File: src/rtl/scancode_to_cp437_translator_unit_macros.svh
// ----------------------------------------------------------------------------
// Scan code translator assertion macros
// Shared assertion forms used by the translator modules.
// ----------------------------------------------------------------------------
`ifndef SCANCODE_TO_CP437_TRANSLATOR_UNIT_MACROS_SVH
`define SCANCODE_TO_CP437_TRANSLATOR_UNIT_MACROS_SVH

// The consequent must hold in the same cycle as the antecedent.
`define S2C_ASSERT_SAME(label, clk, rst, ante, cons) \
   label: assert property (@(posedge clk) disable iff (rst) (ante) |-> (cons)) \
      else $error("%m: check failed");

// The consequent must hold in the cycle after the antecedent.
`define S2C_ASSERT_NEXT(label, clk, rst, ante, cons) \
   label: assert property (@(posedge clk) disable iff (rst) (ante) |=> (cons)) \
      else $error("%m: check failed");

`endif

File: src/rtl/s2c_pkg.sv
// ----------------------------------------------------------------------------
// Scan code translator package
// Key codes, character constants, layout tables and shared types.
// ----------------------------------------------------------------------------
package s2c_pkg;

   localparam int KEY_COUNT = 80;
   localparam int KEY_W = 7;
   localparam int QUEUE_DEPTH = 2;
   localparam int QUEUE_PTR_W = (QUEUE_DEPTH > 1) ? $clog2(QUEUE_DEPTH) : 1;
   localparam int QUEUE_CNT_W = $clog2(QUEUE_DEPTH + 1);

   localparam logic [KEY_W-1:0] KEY_LSHIFT = 7'h2A;
   localparam logic [KEY_W-1:0] KEY_RSHIFT = 7'h36;
   localparam logic [KEY_W-1:0] KEY_CTRL = 7'h1D;
   localparam logic [KEY_W-1:0] KEY_ALTGR = 7'h38;
   localparam logic [KEY_W-1:0] KEY_CAPS = 7'h3A;

   localparam logic [7:0] CHAR_NUL = 8'h00;
   localparam logic [7:0] CHAR_ACUTE = 8'hB4;
   localparam logic [7:0] CHAR_CTRL_C = 8'h03;
   localparam logic [7:0] CHAR_LOWER_A = 8'h61;
   localparam logic [7:0] CHAR_LOWER_C = 8'h63;
   localparam logic [7:0] CHAR_LOWER_Z = 8'h7A;
   localparam logic [7:0] CHAR_UPPER_A = 8'h41;
   localparam logic [7:0] CHAR_UPPER_C = 8'h43;
   localparam logic [7:0] CHAR_UPPER_Z = 8'h5A;
   localparam logic [7:0] CASE_BIT = 8'h20;

   localparam logic [7:0] PLAIN_TABLE [KEY_COUNT] = '{
      8'h00, 8'h1B, 8'h31, 8'h32, 8'h33, 8'h34, 8'h35, 8'h36, 8'h37, 8'h38,
      8'h39, 8'h30, 8'h27, 8'hAD, 8'h08, 8'h09, 8'h71, 8'h77, 8'h65, 8'h72,
      8'h74, 8'h79, 8'h75, 8'h69, 8'h6F, 8'h70, 8'h60, 8'h2B, 8'h0A, 8'h00,
      8'h61, 8'h73, 8'h64, 8'h66, 8'h67, 8'h68, 8'h6A, 8'h6B, 8'h6C, 8'hA4,
      8'hB4, 8'hBA, 8'h00, 8'hE7, 8'h7A, 8'h78, 8'h63, 8'h76, 8'h62, 8'h6E,
      8'h6D, 8'h2C, 8'h2E, 8'h2D, 8'h00, 8'h2A, 8'h00, 8'h20, 8'h00, 8'h00,
      8'h00, 8'h00, 8'h00, 8'h00, 8'h00, 8'h00, 8'h00, 8'h37, 8'h38, 8'h39,
      8'h2D, 8'h34, 8'h35, 8'h36, 8'h2B, 8'h31, 8'h32, 8'h33, 8'h30, 8'h2E
   };

   localparam logic [7:0] SHIFT_TABLE [KEY_COUNT] = '{
      8'h00, 8'h1B, 8'h21, 8'h22, 8'hB7, 8'h24, 8'h25, 8'h26, 8'h2F, 8'h28,
      8'h29, 8'h3D, 8'h3F, 8'hAD, 8'h08, 8'h09, 8'h51, 8'h57, 8'h45, 8'h52,
      8'h54, 8'h59, 8'h55, 8'h49, 8'h4F, 8'h50, 8'h5E, 8'h2A, 8'h0A, 8'h00,
      8'h41, 8'h53, 8'h44, 8'h46, 8'h47, 8'h48, 8'h4A, 8'h4B, 8'h4C, 8'hA5,
      8'hA8, 8'hF8, 8'h00, 8'h43, 8'h5A, 8'h58, 8'h43, 8'h56, 8'h42, 8'h4E,
      8'h4D, 8'h3B, 8'h3A, 8'h5F, 8'h00, 8'h2A, 8'h00, 8'h20, 8'h00, 8'h00,
      8'h00, 8'h00, 8'h00, 8'h00, 8'h00, 8'h00, 8'h00, 8'h37, 8'h38, 8'h39,
      8'h2D, 8'h34, 8'h35, 8'h36, 8'h2B, 8'h31, 8'h32, 8'h33, 8'h30, 8'h2E
   };

   localparam logic [7:0] ALTGR_TABLE [KEY_COUNT] = '{
      8'h00, 8'h00, 8'h00, 8'h40, 8'h23, 8'h7E, 8'h00, 8'h00, 8'h00, 8'h00,
      8'h00, 8'h00, 8'h00, 8'h00, 8'h00, 8'h00, 8'h91, 8'h00, 8'h82, 8'h00,
      8'h00, 8'h00, 8'hA3, 8'hA1, 8'hA2, 8'h00, 8'h5B, 8'h5D, 8'h00, 8'h00,
      8'hA0, 8'h00, 8'h00, 8'h00, 8'h00, 8'h00, 8'h00, 8'h00, 8'h00, 8'h00,
      8'h7B, 8'h00, 8'h00, 8'h7D, 8'h00, 8'h00, 8'h00, 8'h00, 8'h00, 8'h00,
      8'h00, 8'h00, 8'h00, 8'h5C, 8'h00, 8'h00, 8'h00, 8'h00, 8'h00, 8'h00,
      8'h00, 8'h00, 8'h00, 8'h00, 8'h00, 8'h00, 8'h00, 8'h00, 8'h00, 8'h00,
      8'h00, 8'h00, 8'h00, 8'h00, 8'h00, 8'h00, 8'h00, 8'h00, 8'h00, 8'h00
   };

   typedef struct packed {
      logic       two;
      logic [7:0] first;
      logic [7:0] second;
   } s2c_entry_type;

   typedef struct packed {
      logic full;
      logic empty;
   } s2c_qstat_type;

   function automatic logic [7:0] accented(input logic [7:0] ch);
      logic [7:0] acc;
      unique case (ch)
         8'h61: acc = 8'hA0;
         8'h65: acc = 8'h82;
         8'h69: acc = 8'hA1;
         8'h6F: acc = 8'hA2;
         8'h75: acc = 8'hA3;
         8'h41: acc = 8'hB5;
         8'h45: acc = 8'h90;
         8'h49: acc = 8'hD6;
         8'h4F: acc = 8'hE0;
         8'h55: acc = 8'hE9;
         default: acc = CHAR_NUL;
      endcase
      return acc;
   endfunction

endpackage

File: src/rtl/scancode_to_cp437_translator_unit.sv
// ----------------------------------------------------------------------------
// Scan code to CP437 translator
// Translates set-1 keyboard scan codes into CP437 characters.
// ----------------------------------------------------------------------------
// The request channel takes one scan code byte per accepted request, with
// req_valid high and req_stall low at a rising edge. The front end updates
// the shift, ctrl, AltGr, caps lock and dead-key state in that same cycle,
// so a new request can be accepted every cycle while the queue has room.
// Each request yields zero, one or two characters on the response channel;
// rsp_last marks the final character of a request. A first character is
// written into the queue and is then loaded into the output register,
// from which the receiver takes it. The second one of a pair is held in
// a register and follows once the first has left, so the response port
// moves one character per cycle while rsp_stall is low.
// When the receiver raises rsp_stall, the output register holds its
// character, the two-entry queue fills and req_stall rises once it is full.
// Synchronous reset clears all modifier and dead-key state, empties the
// queue and drops any character not yet delivered.
// ----------------------------------------------------------------------------
module scancode_to_cp437_translator_unit (
   input  logic       clock,
   input  logic       reset,
   input  logic       req_valid,
   output logic       req_stall,
   input  logic [7:0] req_scan_code,
   output logic       rsp_valid,
   input  logic       rsp_stall,
   output logic [7:0] rsp_char_code,
   output logic       rsp_last
);

   s2c_pkg::s2c_qstat_type qstat;
   s2c_pkg::s2c_entry_type push_entry;
   s2c_pkg::s2c_entry_type head_entry;
   logic                   push;
   logic                   pop;

   s2c_front u_front (
      .clock         (clock),
      .reset         (reset),
      .req_valid     (req_valid),
      .req_stall     (req_stall),
      .req_scan_code (req_scan_code),
      .qstat         (qstat),
      .push          (push),
      .entry         (push_entry)
   );

   s2c_queue u_queue (
      .clock      (clock),
      .reset      (reset),
      .push       (push),
      .push_entry (push_entry),
      .pop        (pop),
      .head_entry (head_entry),
      .qstat      (qstat)
   );

   s2c_back u_back (
      .clock         (clock),
      .reset         (reset),
      .qstat         (qstat),
      .head_entry    (head_entry),
      .pop           (pop),
      .rsp_valid     (rsp_valid),
      .rsp_stall     (rsp_stall),
      .rsp_char_code (rsp_char_code),
      .rsp_last      (rsp_last)
   );

endmodule

File: src/rtl/s2c_front.sv
// ----------------------------------------------------------------------------
// Scan code translator front end
// Tracks modifier and dead-key state and turns each scan code that yields
// characters into a queue entry holding the one or two it produces.
// ----------------------------------------------------------------------------
`include "scancode_to_cp437_translator_unit_macros.svh"

module s2c_front (
   input  logic                   clock,
   input  logic                   reset,
   input  logic                   req_valid,
   output logic                   req_stall,
   input  logic [7:0]             req_scan_code,
   input  s2c_pkg::s2c_qstat_type qstat,
   output logic                   push,
   output s2c_pkg::s2c_entry_type entry
);

   logic shift_ff, shift_in;
   logic ctrl_ff, ctrl_in;
   logic altgr_ff, altgr_in;
   logic caps_ff, caps_in;
   logic accent_ff, accent_in;

   logic                      accept;
   logic                      release_code;
   logic [s2c_pkg::KEY_W-1:0] key;
   logic                      in_table;
   logic [s2c_pkg::KEY_W-1:0] idx;
   logic [7:0]                altgr_ch;
   logic [7:0]                base_ch;
   logic [7:0]                case_ch;
   logic [7:0]                ch;
   logic [7:0]                acc_ch;
   logic                      is_letter;

   assign req_stall    = qstat.full;
   assign accept       = req_valid && !qstat.full;
   assign release_code = req_scan_code[7];
   assign key          = req_scan_code[6:0];
   assign in_table     = (req_scan_code < 8'(s2c_pkg::KEY_COUNT));
   assign idx          = in_table ? key : '0;

   always_comb begin
      altgr_ch = s2c_pkg::ALTGR_TABLE[idx];
      if (altgr_ff && (altgr_ch != s2c_pkg::CHAR_NUL)) begin
         base_ch = altgr_ch;
      end else if (shift_ff) begin
         base_ch = s2c_pkg::SHIFT_TABLE[idx];
      end else begin
         base_ch = s2c_pkg::PLAIN_TABLE[idx];
      end
      is_letter = ((base_ch >= s2c_pkg::CHAR_LOWER_A) && (base_ch <= s2c_pkg::CHAR_LOWER_Z))
         || ((base_ch >= s2c_pkg::CHAR_UPPER_A) && (base_ch <= s2c_pkg::CHAR_UPPER_Z));
      case_ch = (!altgr_ff && caps_ff && is_letter) ? (base_ch ^ s2c_pkg::CASE_BIT) : base_ch;
      if (ctrl_ff && ((case_ch == s2c_pkg::CHAR_LOWER_C)
            || (case_ch == s2c_pkg::CHAR_UPPER_C))) begin
         ch = s2c_pkg::CHAR_CTRL_C;
      end else begin
         ch = case_ch;
      end
      acc_ch = s2c_pkg::accented(ch);
   end

   always_comb begin
      shift_in  = shift_ff;
      ctrl_in   = ctrl_ff;
      altgr_in  = altgr_ff;
      caps_in   = caps_ff;
      accent_in = accent_ff;
      push      = 1'b0;
      entry     = '0;
      if (accept) begin
         priority if (release_code) begin
            if ((key == s2c_pkg::KEY_LSHIFT) || (key == s2c_pkg::KEY_RSHIFT)) begin
               shift_in = 1'b0;
            end
            if (key == s2c_pkg::KEY_CTRL) begin
               ctrl_in = 1'b0;
            end
            if (key == s2c_pkg::KEY_ALTGR) begin
               altgr_in = 1'b0;
            end
         end else if ((key == s2c_pkg::KEY_LSHIFT) || (key == s2c_pkg::KEY_RSHIFT)) begin
            shift_in = 1'b1;
         end else if (key == s2c_pkg::KEY_CTRL) begin
            ctrl_in = 1'b1;
         end else if (key == s2c_pkg::KEY_ALTGR) begin
            altgr_in = 1'b1;
         end else if (key == s2c_pkg::KEY_CAPS) begin
            caps_in = !caps_ff;
         end else if (!in_table || (ch == s2c_pkg::CHAR_NUL)) begin
            push = 1'b0;
         end else if (accent_ff) begin
            accent_in    = 1'b0;
            push         = 1'b1;
            entry.two    = (acc_ch == s2c_pkg::CHAR_NUL);
            entry.first  = (acc_ch == s2c_pkg::CHAR_NUL) ? s2c_pkg::CHAR_ACUTE : acc_ch;
            entry.second = ch;
         end else if (!altgr_ff && (ch == s2c_pkg::CHAR_ACUTE)) begin
            accent_in = 1'b1;
         end else begin
            push        = 1'b1;
            entry.first = ch;
         end
      end
   end

   always_ff @(posedge clock) begin
      if (reset) begin
         shift_ff  <= 1'b0;
         ctrl_ff   <= 1'b0;
         altgr_ff  <= 1'b0;
         caps_ff   <= 1'b0;
         accent_ff <= 1'b0;
      end else begin
         shift_ff  <= shift_in;
         ctrl_ff   <= ctrl_in;
         altgr_ff  <= altgr_in;
         caps_ff   <= caps_in;
         accent_ff <= accent_in;
      end
   end

   `S2C_ASSERT_SAME(a_push_room, clock, reset, push, !qstat.full)
   `S2C_ASSERT_NEXT(a_pair_clears_accent, clock, reset, push && entry.two, !accent_ff)

endmodule

File: src/rtl/s2c_queue.sv
// ----------------------------------------------------------------------------
// Scan code translator queue
// Short first-in first-out buffer between the front and back ends.
// ----------------------------------------------------------------------------
`include "scancode_to_cp437_translator_unit_macros.svh"

module s2c_queue (
   input  logic                   clock,
   input  logic                   reset,
   input  logic                   push,
   input  s2c_pkg::s2c_entry_type push_entry,
   input  logic                   pop,
   output s2c_pkg::s2c_entry_type head_entry,
   output s2c_pkg::s2c_qstat_type qstat
);

   s2c_pkg::s2c_entry_type            store_ff [s2c_pkg::QUEUE_DEPTH];
   logic [s2c_pkg::QUEUE_PTR_W-1:0]   wr_ptr_ff, wr_ptr_in;
   logic [s2c_pkg::QUEUE_PTR_W-1:0]   rd_ptr_ff, rd_ptr_in;
   logic [s2c_pkg::QUEUE_CNT_W-1:0]   count_ff, count_in;

   localparam logic [s2c_pkg::QUEUE_PTR_W-1:0] LAST_PTR =
      s2c_pkg::QUEUE_PTR_W'(s2c_pkg::QUEUE_DEPTH - 1);
   localparam logic [s2c_pkg::QUEUE_CNT_W-1:0] FULL_COUNT =
      s2c_pkg::QUEUE_CNT_W'(s2c_pkg::QUEUE_DEPTH);

   assign qstat.full  = (count_ff == FULL_COUNT);
   assign qstat.empty = (count_ff == '0);
   assign head_entry  = store_ff[rd_ptr_ff];

   always_comb begin
      wr_ptr_in = wr_ptr_ff;
      rd_ptr_in = rd_ptr_ff;
      count_in  = count_ff;
      if (push) begin
         wr_ptr_in = (wr_ptr_ff == LAST_PTR) ? '0 : wr_ptr_ff + 1'b1;
      end
      if (pop) begin
         rd_ptr_in = (rd_ptr_ff == LAST_PTR) ? '0 : rd_ptr_ff + 1'b1;
      end
      if (push && !pop) begin
         count_in = count_ff + 1'b1;
      end else if (pop && !push) begin
         count_in = count_ff - 1'b1;
      end
   end

   always_ff @(posedge clock) begin
      if (reset) begin
         wr_ptr_ff <= '0;
         rd_ptr_ff <= '0;
         count_ff  <= '0;
      end else begin
         wr_ptr_ff <= wr_ptr_in;
         rd_ptr_ff <= rd_ptr_in;
         count_ff  <= count_in;
      end
   end

   always_ff @(posedge clock) begin
      if (push) begin
         store_ff[wr_ptr_ff] <= push_entry;
      end
   end

   `S2C_ASSERT_SAME(a_pop_nonempty, clock, reset, pop, count_ff != '0)

endmodule

File: src/rtl/s2c_back.sv
// ----------------------------------------------------------------------------
// Scan code translator back end
// Drains queue entries into the registered response port, one character
// per cycle while unstalled, holding a pair's second until the first leaves.
// ----------------------------------------------------------------------------
`include "scancode_to_cp437_translator_unit_macros.svh"

module s2c_back (
   input  logic                   clock,
   input  logic                   reset,
   input  s2c_pkg::s2c_qstat_type qstat,
   input  s2c_pkg::s2c_entry_type head_entry,
   output logic                   pop,
   output logic                   rsp_valid,
   input  logic                   rsp_stall,
   output logic [7:0]             rsp_char_code,
   output logic                   rsp_last
);

   logic       valid_ff, valid_in;
   logic       pend_ff, pend_in;
   logic [7:0] char_ff, char_in;
   logic       last_ff, last_in;
   logic [7:0] second_ff, second_in;
   logic       out_free;

   assign out_free      = !valid_ff || !rsp_stall;
   assign pop           = out_free && !pend_ff && !qstat.empty;
   assign rsp_valid     = valid_ff;
   assign rsp_char_code = char_ff;
   assign rsp_last      = last_ff;

   always_comb begin
      valid_in  = valid_ff;
      pend_in   = pend_ff;
      char_in   = char_ff;
      last_in   = last_ff;
      second_in = second_ff;
      if (out_free) begin
         priority if (pend_ff) begin
            valid_in = 1'b1;
            pend_in  = 1'b0;
            char_in  = second_ff;
            last_in  = 1'b1;
         end else if (!qstat.empty) begin
            valid_in  = 1'b1;
            pend_in   = head_entry.two;
            char_in   = head_entry.first;
            last_in   = !head_entry.two;
            second_in = head_entry.second;
         end else begin
            valid_in = 1'b0;
         end
      end
   end

   always_ff @(posedge clock) begin
      if (reset) begin
         valid_ff <= 1'b0;
         pend_ff  <= 1'b0;
      end else begin
         valid_ff <= valid_in;
         pend_ff  <= pend_in;
      end
   end

   always_ff @(posedge clock) begin
      char_ff   <= char_in;
      last_ff   <= last_in;
      second_ff <= second_in;
   end

   `S2C_ASSERT_SAME(a_pend_behind_first, clock, reset, pend_ff, valid_ff && !last_ff)

endmodule

File: config.mk
export PLATFORM = sky130hd
export DESIGN_NAME = scancode_to_cp437_translator_unit
export DESIGN_NICKNAME = d
export VERILOG_FILES = /design/src/rtl/s2c_pkg.sv /design/src/rtl/scancode_to_cp437_translator_unit.sv /design/src/rtl/s2c_front.sv /design/src/rtl/s2c_queue.sv /design/src/rtl/s2c_back.sv
export VERILOG_INCLUDE_DIRS = /design/src /design/src/rtl
export SDC_FILE = /design/constraint.sdc
export NUM_CORES = 1
export LEC_CHECK = 0
export BUFFER_PORTS_ARGS = -buffer_cell sky130_fd_sc_hd__buf_2
export CAP_MARGIN = 15
export CORE_MARGIN = 5
export CORE_UTILIZATION = 35
export CTS_BUF_LIST = sky130_fd_sc_hd__clkbuf_8
export CTS_CLUSTER_DIAMETER = 80
export DETAILED_ROUTE_END_ITERATION = 12
export GPL_TIMING_DRIVEN = 0
export PLACE_DENSITY_LB_ADDON = 0.15
export RECOVER_POWER = 50
export SYNTH_ARGS = -nofsm -noshare
export SYNTH_HDL_FRONTEND = slang
export SYNTH_SLANG_ARGS = --single-unit
File: constraint.sdc
create_clock -name clock -period 10.95 [get_ports clock]
set_clock_uncertainty 0.2 [all_clocks]
set_input_delay 0 -clock clock [delete_from_list [all_inputs] [get_ports clock]]
set_output_delay 0 -clock clock [all_outputs]
set_load 0.005 [all_outputs]
==> flow_metrics.py, run 1 <==
metrics = {
    "status": {
        "status": "finished clean",
    },
    "logic_synthesis": {
        "synth_area_mm2": 0.00536,
        "ys_seq_area_share_pct": 33.0,
        "synthFlopType": "edfxtp_1",
        "ys_ff_latch": 63,
        "async_flop_share_pct": 0,
        "synth-adder-area-share_pct": 2.10,
        "synth-edff-count": 51,
        "ys_warn_count": 0,
        "synth_compound_area_share_pct": 27.4,
        "synthXorXnorAreaFrac_pct": 0.817,
        "syn_nets": 614,
        "synth_top_family_by_area": "compound AO/OA/AOI/OAI gates",
        "syn_avg_cell_area_um2": 9.04,
        "synth_cells": 593,
        "synth_cell_types": 98,
        "synth-simple-area-share_pct": 23.8,
        "synth_mux_area_share_pct": 5.90,
    },
    "sta": {
        "hold_viol": 0,
        "rsz0062_at_grt": "false",
        "setup_tns_ns": 0,
        "layout_worst_path_cycle_share_pct": 67.6,
        "worst_pin_slew_ns": 1.06,
        "fmax_mhz": 135,
        "finalSetupViolations": 0,
        "setup_ws_ns": 3.54,
        "fin_crit_ns": 7.41,
        "relSlewSlack_pct": 28.3,
        "drv_slew": 0,
    },
    "routing": {
        "num_vias": 5307,
        "firstDrtPassIters": 6,
        "drcViolationCount": 0,
        "viasPerCell": 6.46,
        "antenna_left": 0,
        "drt_iter0_markers": 691,
        "wirelength_mm": 21.2,
        "avgRoutedWirePerCell_um": 25.7,
    },
    "worst_hold_path": {
        "min_path_cells": 4,
        "min_path_type": "in2reg",
        "hold_path_end": "u_front.ctrl_ff",
        "min_from": "req_valid",
    },
    "critical_path": {
        "cp-start-kind": "primary input",
        "cp_max_fo": 10,
        "path_delay_family": "compound AO/OA/AOI/OAI gates",
        "startpoint": "req_scan_code[4]",
        "ff2ff_path_depth": 15,
        "crit_arrival_ns": 7.46,
        "crit_type": "in2reg",
        "cp_data_required_time_ns": 11.01,
        "slowest_delay_ns": 0.64,
        "regToRegStartpoint": "u_front.shift_ff",
        "cp_cell_sequence": "buf_2 > buf_6 > o21ai_0 > clkbuf_1 > clkbuf_1 > and3_1 > ha_1 > clkbuf_1 > and4bb_1 > nand2_1 > a2bb2oi_1 > and3b_4 > a31oi_1 > o32ai_1 > or4_1 > o211ai_1 > clkbuf_1 > inv_1 > ha_1 > or3_1 > a21oi_1",
        "reg2reg_to": "u_queue.count_ff[1]",
        "slowest_stage": "or4_1",
        "cpMostUsedCell": "clkbuf_1",
        "r2r_slack_ns": 5.58,
        "crit_buf_inv": 7,
        "cp-end-kind": "register",
    },
    "cells_and_area": {
        "fillCellCount": 1512,
        "nets": 650,
        "drive_gt1_share_pct": 15.6,
        "area_growth_pct": 10.7,
        "diodes": 0,
    },
    "global_routing": {
        "first_global_vias": 4887,
        "grtUsageTotal_pct": 23.3,
        "grt_max_degree": 13,
        "grt_antenna_before_repair": 0,
        "grt_pass1_wl_mm": 31.5,
        "overflow": 0,
    },
    "clocking": {
        "tritoncts": "done",
        "cts_made_buffers": 9,
        "path_clk_slew_ns": 0.07,
        "root_buffer": "clkbuf_8",
        "clockBufferDepth": 2,
        "clk_latency_ns": 0.34,
        "cts_max_level": 3,
        "cts.sinks": 63,
        "cts-resized-gates": 0,
    },
    "floorplanning": {
        "initial_core_util_pct": 35.5,
        "core_area_mm2": 0.0151,
        "io_pins": 23,
        "rows": 45,
        "die-area_mm2": 0.0179,
        "die_w_um": 134,
        "fp.dieH_um": 134,
    },
    "power": {
        "power_density_mw_per_mm2": 142,
        "peakVddDrop_uv": 87.3,
        "p_leak_uw": 0.00200,
    },
    "job": {
        "cap_violations": 0,
    },
    "placed_design": {
        "place_ws_ns": 4.80,
        "place.gp.congestion": 1.01,
        "place_hpwl_mm": 16.1,
        "port_buffers": 21,
    },
}
[registers in the layout, summed over array words and instances (netlist names), 2 cells and up, named ones only]
name                  count
u_queue.store_ff         34
u_queue.count_ff          2
u_back.rsp_char_code      8
u_back.second_ff          8
[cells by family after synthesis]
family	Yosys count
adders and majority gates	9
DFF	63
muxes	30
xor gates and xnor gates	5
AOI/OAI and AO/OA	195
and+or+nand+nor	223
buffers and inverters	68
[cells in the mapped netlist, types with 9 or more instances]
| library cell | instances | area (um^2) |
|---|---|---|
| ha_1 | 9 | 113 |
| a21oi_1 | 35 | 175 |
| clkbuf_1 | 17 | 63.8 |
| a211oi_1 | 12 | 90.1 |
| buf_2 | 13 | 65.1 |
| a311oi_1 | 12 | 105 |
| nand3_1 | 19 | 95.1 |
| o211ai_1 | 9 | 67.6 |
| dfxtp_1 | 12 | 240 |
| nand4_1 | 10 | 62.6 |
| edfxtp_1 | 51 | 1530 |
| inv_1 | 14 | 52.6 |
| o21ai_0 | 36 | 180 |
| nor2b_1 | 14 | 87.6 |
| nor2_1 | 50 | 188 |
| nand2_1 | 39 | 146 |
| mux2i_1 | 20 | 200 |
| a31oi_1 | 15 | 93.8 |
| nor3_1 | 20 | 100 |
| nand2b_1 | 14 | 87.6 |
| buf_6 | 10 | 113 |
[final cells by class]
type                            count  area (um^2)  area share [%]
Timing Repair Buffer               25          135            2.28
Sequential cell                    63         1770            29.9
Multi-Input combinational cell    462         3180            53.6
Buffer                             49          298            5.02
Clock buffer                        9          124            2.09
Tap cell                          188          235            3.96
Clock inverter                      7          120            2.02
Inverter                           19         71.3            1.20
[layer usage]
layer	track usage [%]	vias to the layer above	wire, um
li1	-	2375	-
met1	33.5	2555	9480
met2	34.7	332	9190
met3	4.68	45	1790
met4	8.06	0	680
met5	0	-	0
[per-stage QoR]
step                hold slack [ns]  util [%]  total power [uW]  instance area (um^2)  cells
finish                       0.0886      39.3               840                  5930    822
global route                 0.0922      39.3               882                  5930    822
CTS                          0.0491      39.6               848                  5980    822
detailed placement           0.0930      37.9               600                  5720    804
global placement             0.0825      37.8               603                  5700    802
floorplan                   -0.0555         -               511                  5360    593
[worst max-delay path by stage]
stage,cells after the start,slack (ns),endpoint
final,21,3.54,u_queue.count_ff[1]
after floorplan,22,6.23,u_queue.count_ff[1]
after CTS,21,5.16,u_queue.count_ff[1]
after global routing,21,3.20,u_queue.count_ff[1]
after global placement,19,4.44,u_queue.store_ff[0][16]
after detailed placement,21,4.80,u_queue.count_ff[1]
[worst register-to-register path, cell delays in order (launching register included)]
cell and delay (ns):
dfxtp_1 0.36, buf_2 0.29, clkinv_1 0.42, o221a_2 0.43
a31oi_1 0.14, a21oi_1 0.15, nor3_1 0.62, a211oi_1 0.22
or3_4 0.42, o221a_1 0.24, o211ai_1 0.32, clkbuf_1 0.45
inv_1 0.17, ha_1 0.37, or3_1 0.35, a21oi_1 0.15
[report_power, final]
group / total [uW] / switching, uW / internal, uW
Combinational: 266 / 174 / 92.6
Clock: 246 / 93.7 / 152
Sequential: 328 / 13.6 / 315
Total: 840 / 281 / 559
[cells in the final DEF (no fill, tap or decap), types with 6 or more instances in the layout]
cell type	Yosys	layout
dfxtp_1	12	12
mux2_2	8	8
nor2b_1	14	14
o211ai_1	9	10
ha_1	9	9
a211oi_1	12	12
inv_1	14	14
nor2_1	50	50
nand3_1	19	19
or3_1	6	6
and3_1	8	8
buf_6	10	10
edfxtp_1	51	51
nand2_1	39	39
nand2b_1	14	14
a311oi_1	12	12
nand4_1	10	10
o21ai_0	36	37
buf_4	8	9
a21oi_1	35	35
clkbuf_1	17	26
nor3_1	20	20
a31oi_1	15	16
buf_2	13	27
clkbuf_8	0	9
mux2i_1	20	20
[what timing repair did]
item,4_1_cts,5_1_grt
buffers inserted,0,0
endpoints found under the hold margin,4,0
hold buffers,2,0
Note: power is estimated with default switching activity, not from simulation.
==> run 2, diff against run 1 <==
- ABC_AREA: default -> 1
- clock period: 10.95 -> 7.6 ns (I/O delays scaled with it)
==> flow_metrics.py, run 2 <==
metrics = {
    "routing": {
        "num_vias": 4977,
        "drt_iter0_markers": 370,
        "wl_met2_mm": 8.08,
        "firstDrtPassIters": 6,
        "antenna_left": 0,
        "top_layer": "met4",
        "wl_met3_um": 782,
        "drcViolationCount": 0,
        "wirelength_mm": 15.9,
        "viasPerCell": 5.39,
        "wl_met1_mm": 6.33,
        "avgRoutedWirePerCell_um": 17.2,
    },
    "logic_synthesis": {
        "ys_ff_latch": 63,
        "synth-edff-count": 51,
        "synth_compound_area_share_pct": 11.8,
        "async_flop_share_pct": 0,
        "synth_most_common_cell": "nand2_1",
        "synth_area_mm2": 0.00486,
        "synth_top_family_by_area": "simple AND/OR/NAND/NOR gates",
        "synth-adder-area-share_pct": 2.32,
        "synth_cell_types": 44,
        "yosys.area.top_type_share_pct": 31.5,
        "synth_area_leader_cell": "edfxtp_1",
        "synth_top_cells_by_area": "edfxtp_1 (32%), nand2_1 (15%), nand3_1 (7.4%)",
        "synth-simple-area-share_pct": 40.8,
        "synthXorXnorAreaFrac_pct": 0,
        "syn_nets": 719,
        "ys_top_cells_by_count": "nand2_1 (197), nor2_1 (75), nand3_1 (72), inv_1 (63), edfxtp_1 (51)",
        "synth_mux_area_share_pct": 0,
        "ys_warn_count": 0,
        "synthFlopType": "edfxtp_1",
        "ys_seq_area_share_pct": 36.5,
        "synth_cells": 698,
        "syn_avg_cell_area_um2": 6.96,
    },
    "sta": {
        "fin_crit_ns": 5.98,
        "fmax_mhz": 167,
        "finalSetupViolations": 0,
        "hold_viol": 0,
        "setup_tns_ns": 0,
        "worst_pin_slew_ns": 1.40,
        "drv_slew": 0,
        "relSlewSlack_pct": 6.06,
        "rsz0062_at_grt": "false",
        "layout_worst_path_cycle_share_pct": 78.6,
    },
    "critical_path": {
        "crit_arrival_ns": 5.72,
        "slowest_delay_ns": 0.71,
        "cp-start-kind": "primary input",
        "slowest_stage": "nor2_2",
        "endpoint": "u_queue.store_ff[0][13]",
        "crit_buf_inv": 6,
        "regToRegStartpoint": "u_front.shift_ff",
        "cpMostUsedCell": "nand2_1",
        "cp_data_required_time_ns": 7.35,
        "cp.depth": 30,
        "ff2ff_path_depth": 20,
        "path_delay_family": "simple AND/OR/NAND/NOR gates",
        "r2r_slack_ns": 3.31,
        "cp_max_fo": 17,
        "reg2reg_to": "u_queue.store_ff[0][13]",
        "startpoint": "req_scan_code[7]",
        "crit_type": "in2reg",
        "cp-end-kind": "register",
    },
    "job": {
        "cap_violations": 0,
    },
    "floorplanning": {
        "rows": 43,
        "die_w_um": 128,
        "die-area_mm2": 0.0163,
        "core_area_mm2": 0.0138,
        "fp.dieH_um": 128,
        "io_pins": 23,
        "initial_core_util_pct": 35.3,
    },
    "power": {
        "power_density_mw_per_mm2": 205,
        "peakVddDrop_uv": 70.2,
        "p_leak_uw": 0.00245,
    },
    "cells_and_area": {
        "final_core_util_pct": 39.1,
        "area_growth_pct": 10.9,
        "diodes": 0,
        "largest_reg_flops": 34,
        "final_cell_mix": "nand2_1 (198), nor2_1 (75), nand3_1 (73)",
        "drive_gt1_share_pct": 13.1,
        "fin_cells": 923,
        "nets": 759,
        "fillCellCount": 1485,
        "regArea_mm2": 0.00177,
        "top_register": "u_queue.store_ff",
        "final_common_cell": "nand2_1",
        "multi_input_area_mm2": 0.00266,
    },
    "placed_design": {
        "port_buffers": 22,
        "placedCellCount": 900,
        "place.gp.congestion": 0.953,
        "place_hpwl_mm": 12.2,
    },
    "global_routing": {
        "grt_max_degree": 18,
        "grtUsageTotal_pct": 19.6,
        "overflow": 0,
        "grt_antenna_before_repair": 0,
        "first_global_vias": 4902,
        "grt_pass1_wl_mm": 25.5,
    },
    "clocking": {
        "cts.sinks": 63,
        "path_clk_slew_ns": 0.06,
        "cts_made_buffers": 9,
        "clk_latency_ns": 0.33,
        "tritoncts": "done",
        "clockBufferDepth": 2,
        "cts_max_level": 3,
        "root_buffer": "clkbuf_8",
    },
    "worst_hold_path": {
        "min_path_type": "in2reg",
    },
    "status": {
        "status": "finished clean",
    },
}
## run 2: worst register-to-register path, delay by kind of cell, from the launching register on
kind | cells | cell delay [ns]
AOI/OAI and AO/OA | 1 | 0.17
buffers and inverters | 3 | 0.74
DFF | 1 | 0.36
and+or+nand+nor | 16 | 2.44
## run 2: cell families (layout without fill, tap and decap cells)
kind of cell / after synthesis / count (layout)
AO/OA/AOI/OAI: 101 / 101
AND/OR/NAND/NOR: 425 / 425
flip-flops: 63 / 63
adder cells (fa/ha/maj): 9 / 9
buffers and inverters: 100 / 145
## run 2: report_power, final
part	switching (uW)	internal, uW	total (uW)
combinational	275	111	386
sequential	20.0	472	492
clock	115	111	226
## run 2: per-layer routing
layer,vias to the layer above,track usage [%]
met1,2307,22.9
met3,63,2.38
met2,204,35.2
li1,2403,-
met4,0,9.93
met5,-,0
## run 2: timing repair
action                                 4_1_cts  5_1_grt
hold buffers                                 7        0
setup buffers                                0        0
setup endpoints to repair                    0        0
endpoints found under the hold margin       12        0
resized for setup                            0        0
## run 2: final cells by class
type,count,share of cell area [%]
inverter,77,5.45
clock inverter,7,0.534
sequential,63,32.9
clock buffer,9,2.30
multi-input combinational,535,49.3
tap,180,4.18
buffer,23,2.21
timing repair buffer,29,3.18
## run 2: how the worst min path moves through the flow
| stage | depth (start not counted) | end | startpoint |
|---|---|---|---|
| 3_3_place_gp | 2 | u_back.pend_ff | reset |
| 6_report | 4 | u_front.altgr_ff | req_valid |
| 5_1_grt | 5 | u_front.ctrl_ff | req_valid |
| 2_1_floorplan | 1 | u_back.pend_ff | reset |
| 4_1_cts | 5 | u_front.ctrl_ff | req_valid |
| 3_5_place_dp | 2 | u_back.pend_ff | reset |
## run 2: metrics by stage
step,power (uW),hold slack [ns],cell area (um^2),setup slack (ns)
finish,1100,0.0201,5390,1.62
global placement,883,0.0328,5190,2.12
global route,1190,0.0329,5390,1.03
detailed placement,892,0.0446,5200,2.54
CTS,1120,0.00363,5420,2.42
floorplan,755,-0.131,4860,3.41
==> run 3, diff against run 2 <==
- ABC_AREA: 1 -> 0
- clock period: 7.6 -> 5 ns (I/O delays scaled with it)
==> flow_metrics.py, run 3 (synthesized netlist as in run 1, its figures left out) <==
metrics = {
    "sta": {
        "worst_pin_slew_ns": 1.12,
        "fmax_mhz": 206,
        "finalSetupViolations": 0,
        "layout_worst_path_cycle_share_pct": 97.0,
        "fin_crit_ns": 4.85,
        "hold_ws_ns": 0.0952,
        "hold_viol": 0,
        "drv_slew": 0,
        "rsz0062_at_grt": "false",
        "relSlewSlack_pct": 24.4,
        "setup_ws_ns": 0.149,
    },
    "critical_path": {
        "regToRegStartpoint": "u_front.shift_ff",
        "cp-start-kind": "primary input",
        "crit_buf_inv": 7,
        "cp_cell_sequence": "buf_2 > buf_6 > o21ai_4 > buf_6 > buf_4 > and3_4 > clkinvlp_4 > ha_2 > or4b_1 > a21oi_1 > o21ai_1 > a21oi_2 > o21a_1 > a32oi_1 > or4_4 > o211ai_2 > buf_6 > inv_1 > ha_1 > or3_1 > a21oi_1",
        "cp_max_fo": 10,
        "crit_type": "in2reg",
        "startpoint": "req_scan_code[4]",
        "path_delay_family": "simple AND/OR/NAND/NOR gates",
        "crit_arrival_ns": 4.91,
        "cp_data_required_time_ns": 5.06,
        "cp-end-kind": "register",
        "slowest_stage": "or4_4",
        "slowest_delay_ns": 0.59,
        "cpMostUsedCell": "buf_6",
    },
    "routing": {
        "antenna_left": 0,
        "wirelength_mm": 21.4,
        "viasPerCell": 6.49,
        "firstDrtPassIters": 6,
        "drt_iter0_markers": 648,
        "avgRoutedWirePerCell_um": 26.0,
        "num_vias": 5334,
        "drcViolationCount": 0,
    },
    "power": {
        "power_density_mw_per_mm2": 301,
        "p_leak_uw": 0.00205,
        "power_uw": 1880,
        "peakVddDrop_uv": 192,
    },
    "cells_and_area": {
        "top_register": "u_queue.store_ff",
        "final_common_cell": "edfxtp_1",
        "fin_cells": 822,
        "area_growth_pct": 16.5,
        "drive_gt1_share_pct": 22.9,
        "nets": 650,
        "final_core_util_pct": 41.4,
        "diodes": 0,
        "final_cell_mix": "edfxtp_1 (51), nor2_1 (46), nand2_1 (38)",
        "largest_reg_flops": 34,
    },
    "clocking": {
        "cts_max_level": 3,
        "tritoncts": "done",
        "root_buffer": "clkbuf_8",
        "cts_made_buffers": 9,
        "clockBufferDepth": 2,
        "clk_latency_ns": 0.33,
        "path_clk_slew_ns": 0.08,
        "cts.sinks": 63,
    },
    "floorplanning": {
        "die_w_um": 134,
        "fp.dieH_um": 134,
        "core_area_mm2": 0.0151,
        "initial_core_util_pct": 35.5,
        "rows": 45,
        "io_pins": 23,
        "die-area_mm2": 0.0179,
    },
    "global_routing": {
        "overflow": 0,
        "grt_antenna_before_repair": 0,
        "grt_pass1_wl_mm": 31.8,
        "grtUsageTotal_pct": 23.5,
        "first_global_vias": 4954,
        "grt_max_degree": 13,
    },
    "placed_design": {
        "place_ws_ns": -1.15,
        "port_buffers": 21,
        "place.gp.congestion": 1.01,
        "placedCellCount": 804,
        "place_hpwl_mm": 16.1,
    },
    "worst_hold_path": {
        "min_from": "req_valid",
        "min_path_type": "in2reg",
    },
    "job": {
        "cap_violations": 0,
    },
    "status": {
        "status": "finished clean",
    },
}
## run 3: cell count changes in the layout (fill, tap and decap cells not counted), sizes merged, moves of 9 or more
cell	change
nand4	-9
nor2b	+14
nand2	-183
a211oi	+9
mux2i	+20
nor2	-33
mux2	+10
a21oi	-13
nand2b	+14
inv	-63
a311oi	+14
nand3	-61
a31oi	+13
buf	+25
## run 3: final cells by class
| cell class | instances | area (um^2) |
|---|---|---|
| fillers | 1496 | 8840 |
| multi-input cells | 462 | 3450 |
| flip-flops and latches | 63 | 1770 |
| plain buffers | 47 | 317 |
| well taps | 188 | 235 |
| repair buffers | 27 | 150 |
| clock buffers | 9 | 124 |
| clock inverters | 7 | 120 |
| inverters | 19 | 77.6 |
## run 3: layer usage
metal | track usage, % | part of all wire (%) | vias to the layer above
li1 | - | - | 2372
met1 | 33.6 | 45 | 2578
met2 | 35.0 | 43 | 321
met3 | 4.53 | 8.4 | 63
met5 | 0 | 0 | -
met4 | 8.80 | 3.8 | 0
## run 3: stage by stage
step / TNS (ns) / area, um^2
detailed placement: -53.38 / 5720
finish: 0 / 6240
floorplan: 0 / 5360
global route: 0 / 6240
CTS: 0 / 6100
global placement: -76.10 / 5700
## run 3: worst reg2reg max path, delay by kind of cell (launching register included)
kind	cells	cell delay (ns)
AO/OA/AOI/OAI	7	1.67
flip-flops	1	0.37
buffers and inverters	5	1.17
adder cells (fa/ha/maj)	1	0.34
AND/OR/NAND/NOR	3	0.83
## run 3: worst paths after layout
kind,end,cells after the start,slack (ns)
min reg2reg,u_back.rsp_valid,2,0.30
max,u_queue.count_ff[1],21,0.15
min,u_front.ctrl_ff,4,0.1
max reg2reg,u_queue.count_ff[1],16,0.35
## run 3: where the power goes
part	total, uW	internal, uW	leakage (uW)	switching [uW]
Sequential	719	689	0.000586	29.9
Clock	540	333	0.000120	207
Combinational	623	225	0.00134	398
## run 3: repair_timing
action / CTS / global route
hold buffers: 2 / 0
endpoints found under the setup margin: 70 / 28
endpoints found under the hold margin: 4 / 0
buffers inserted: 1 / 1
cloned: 0 / 0
resized for setup: 30 / 32
pin swaps: 1 / 7
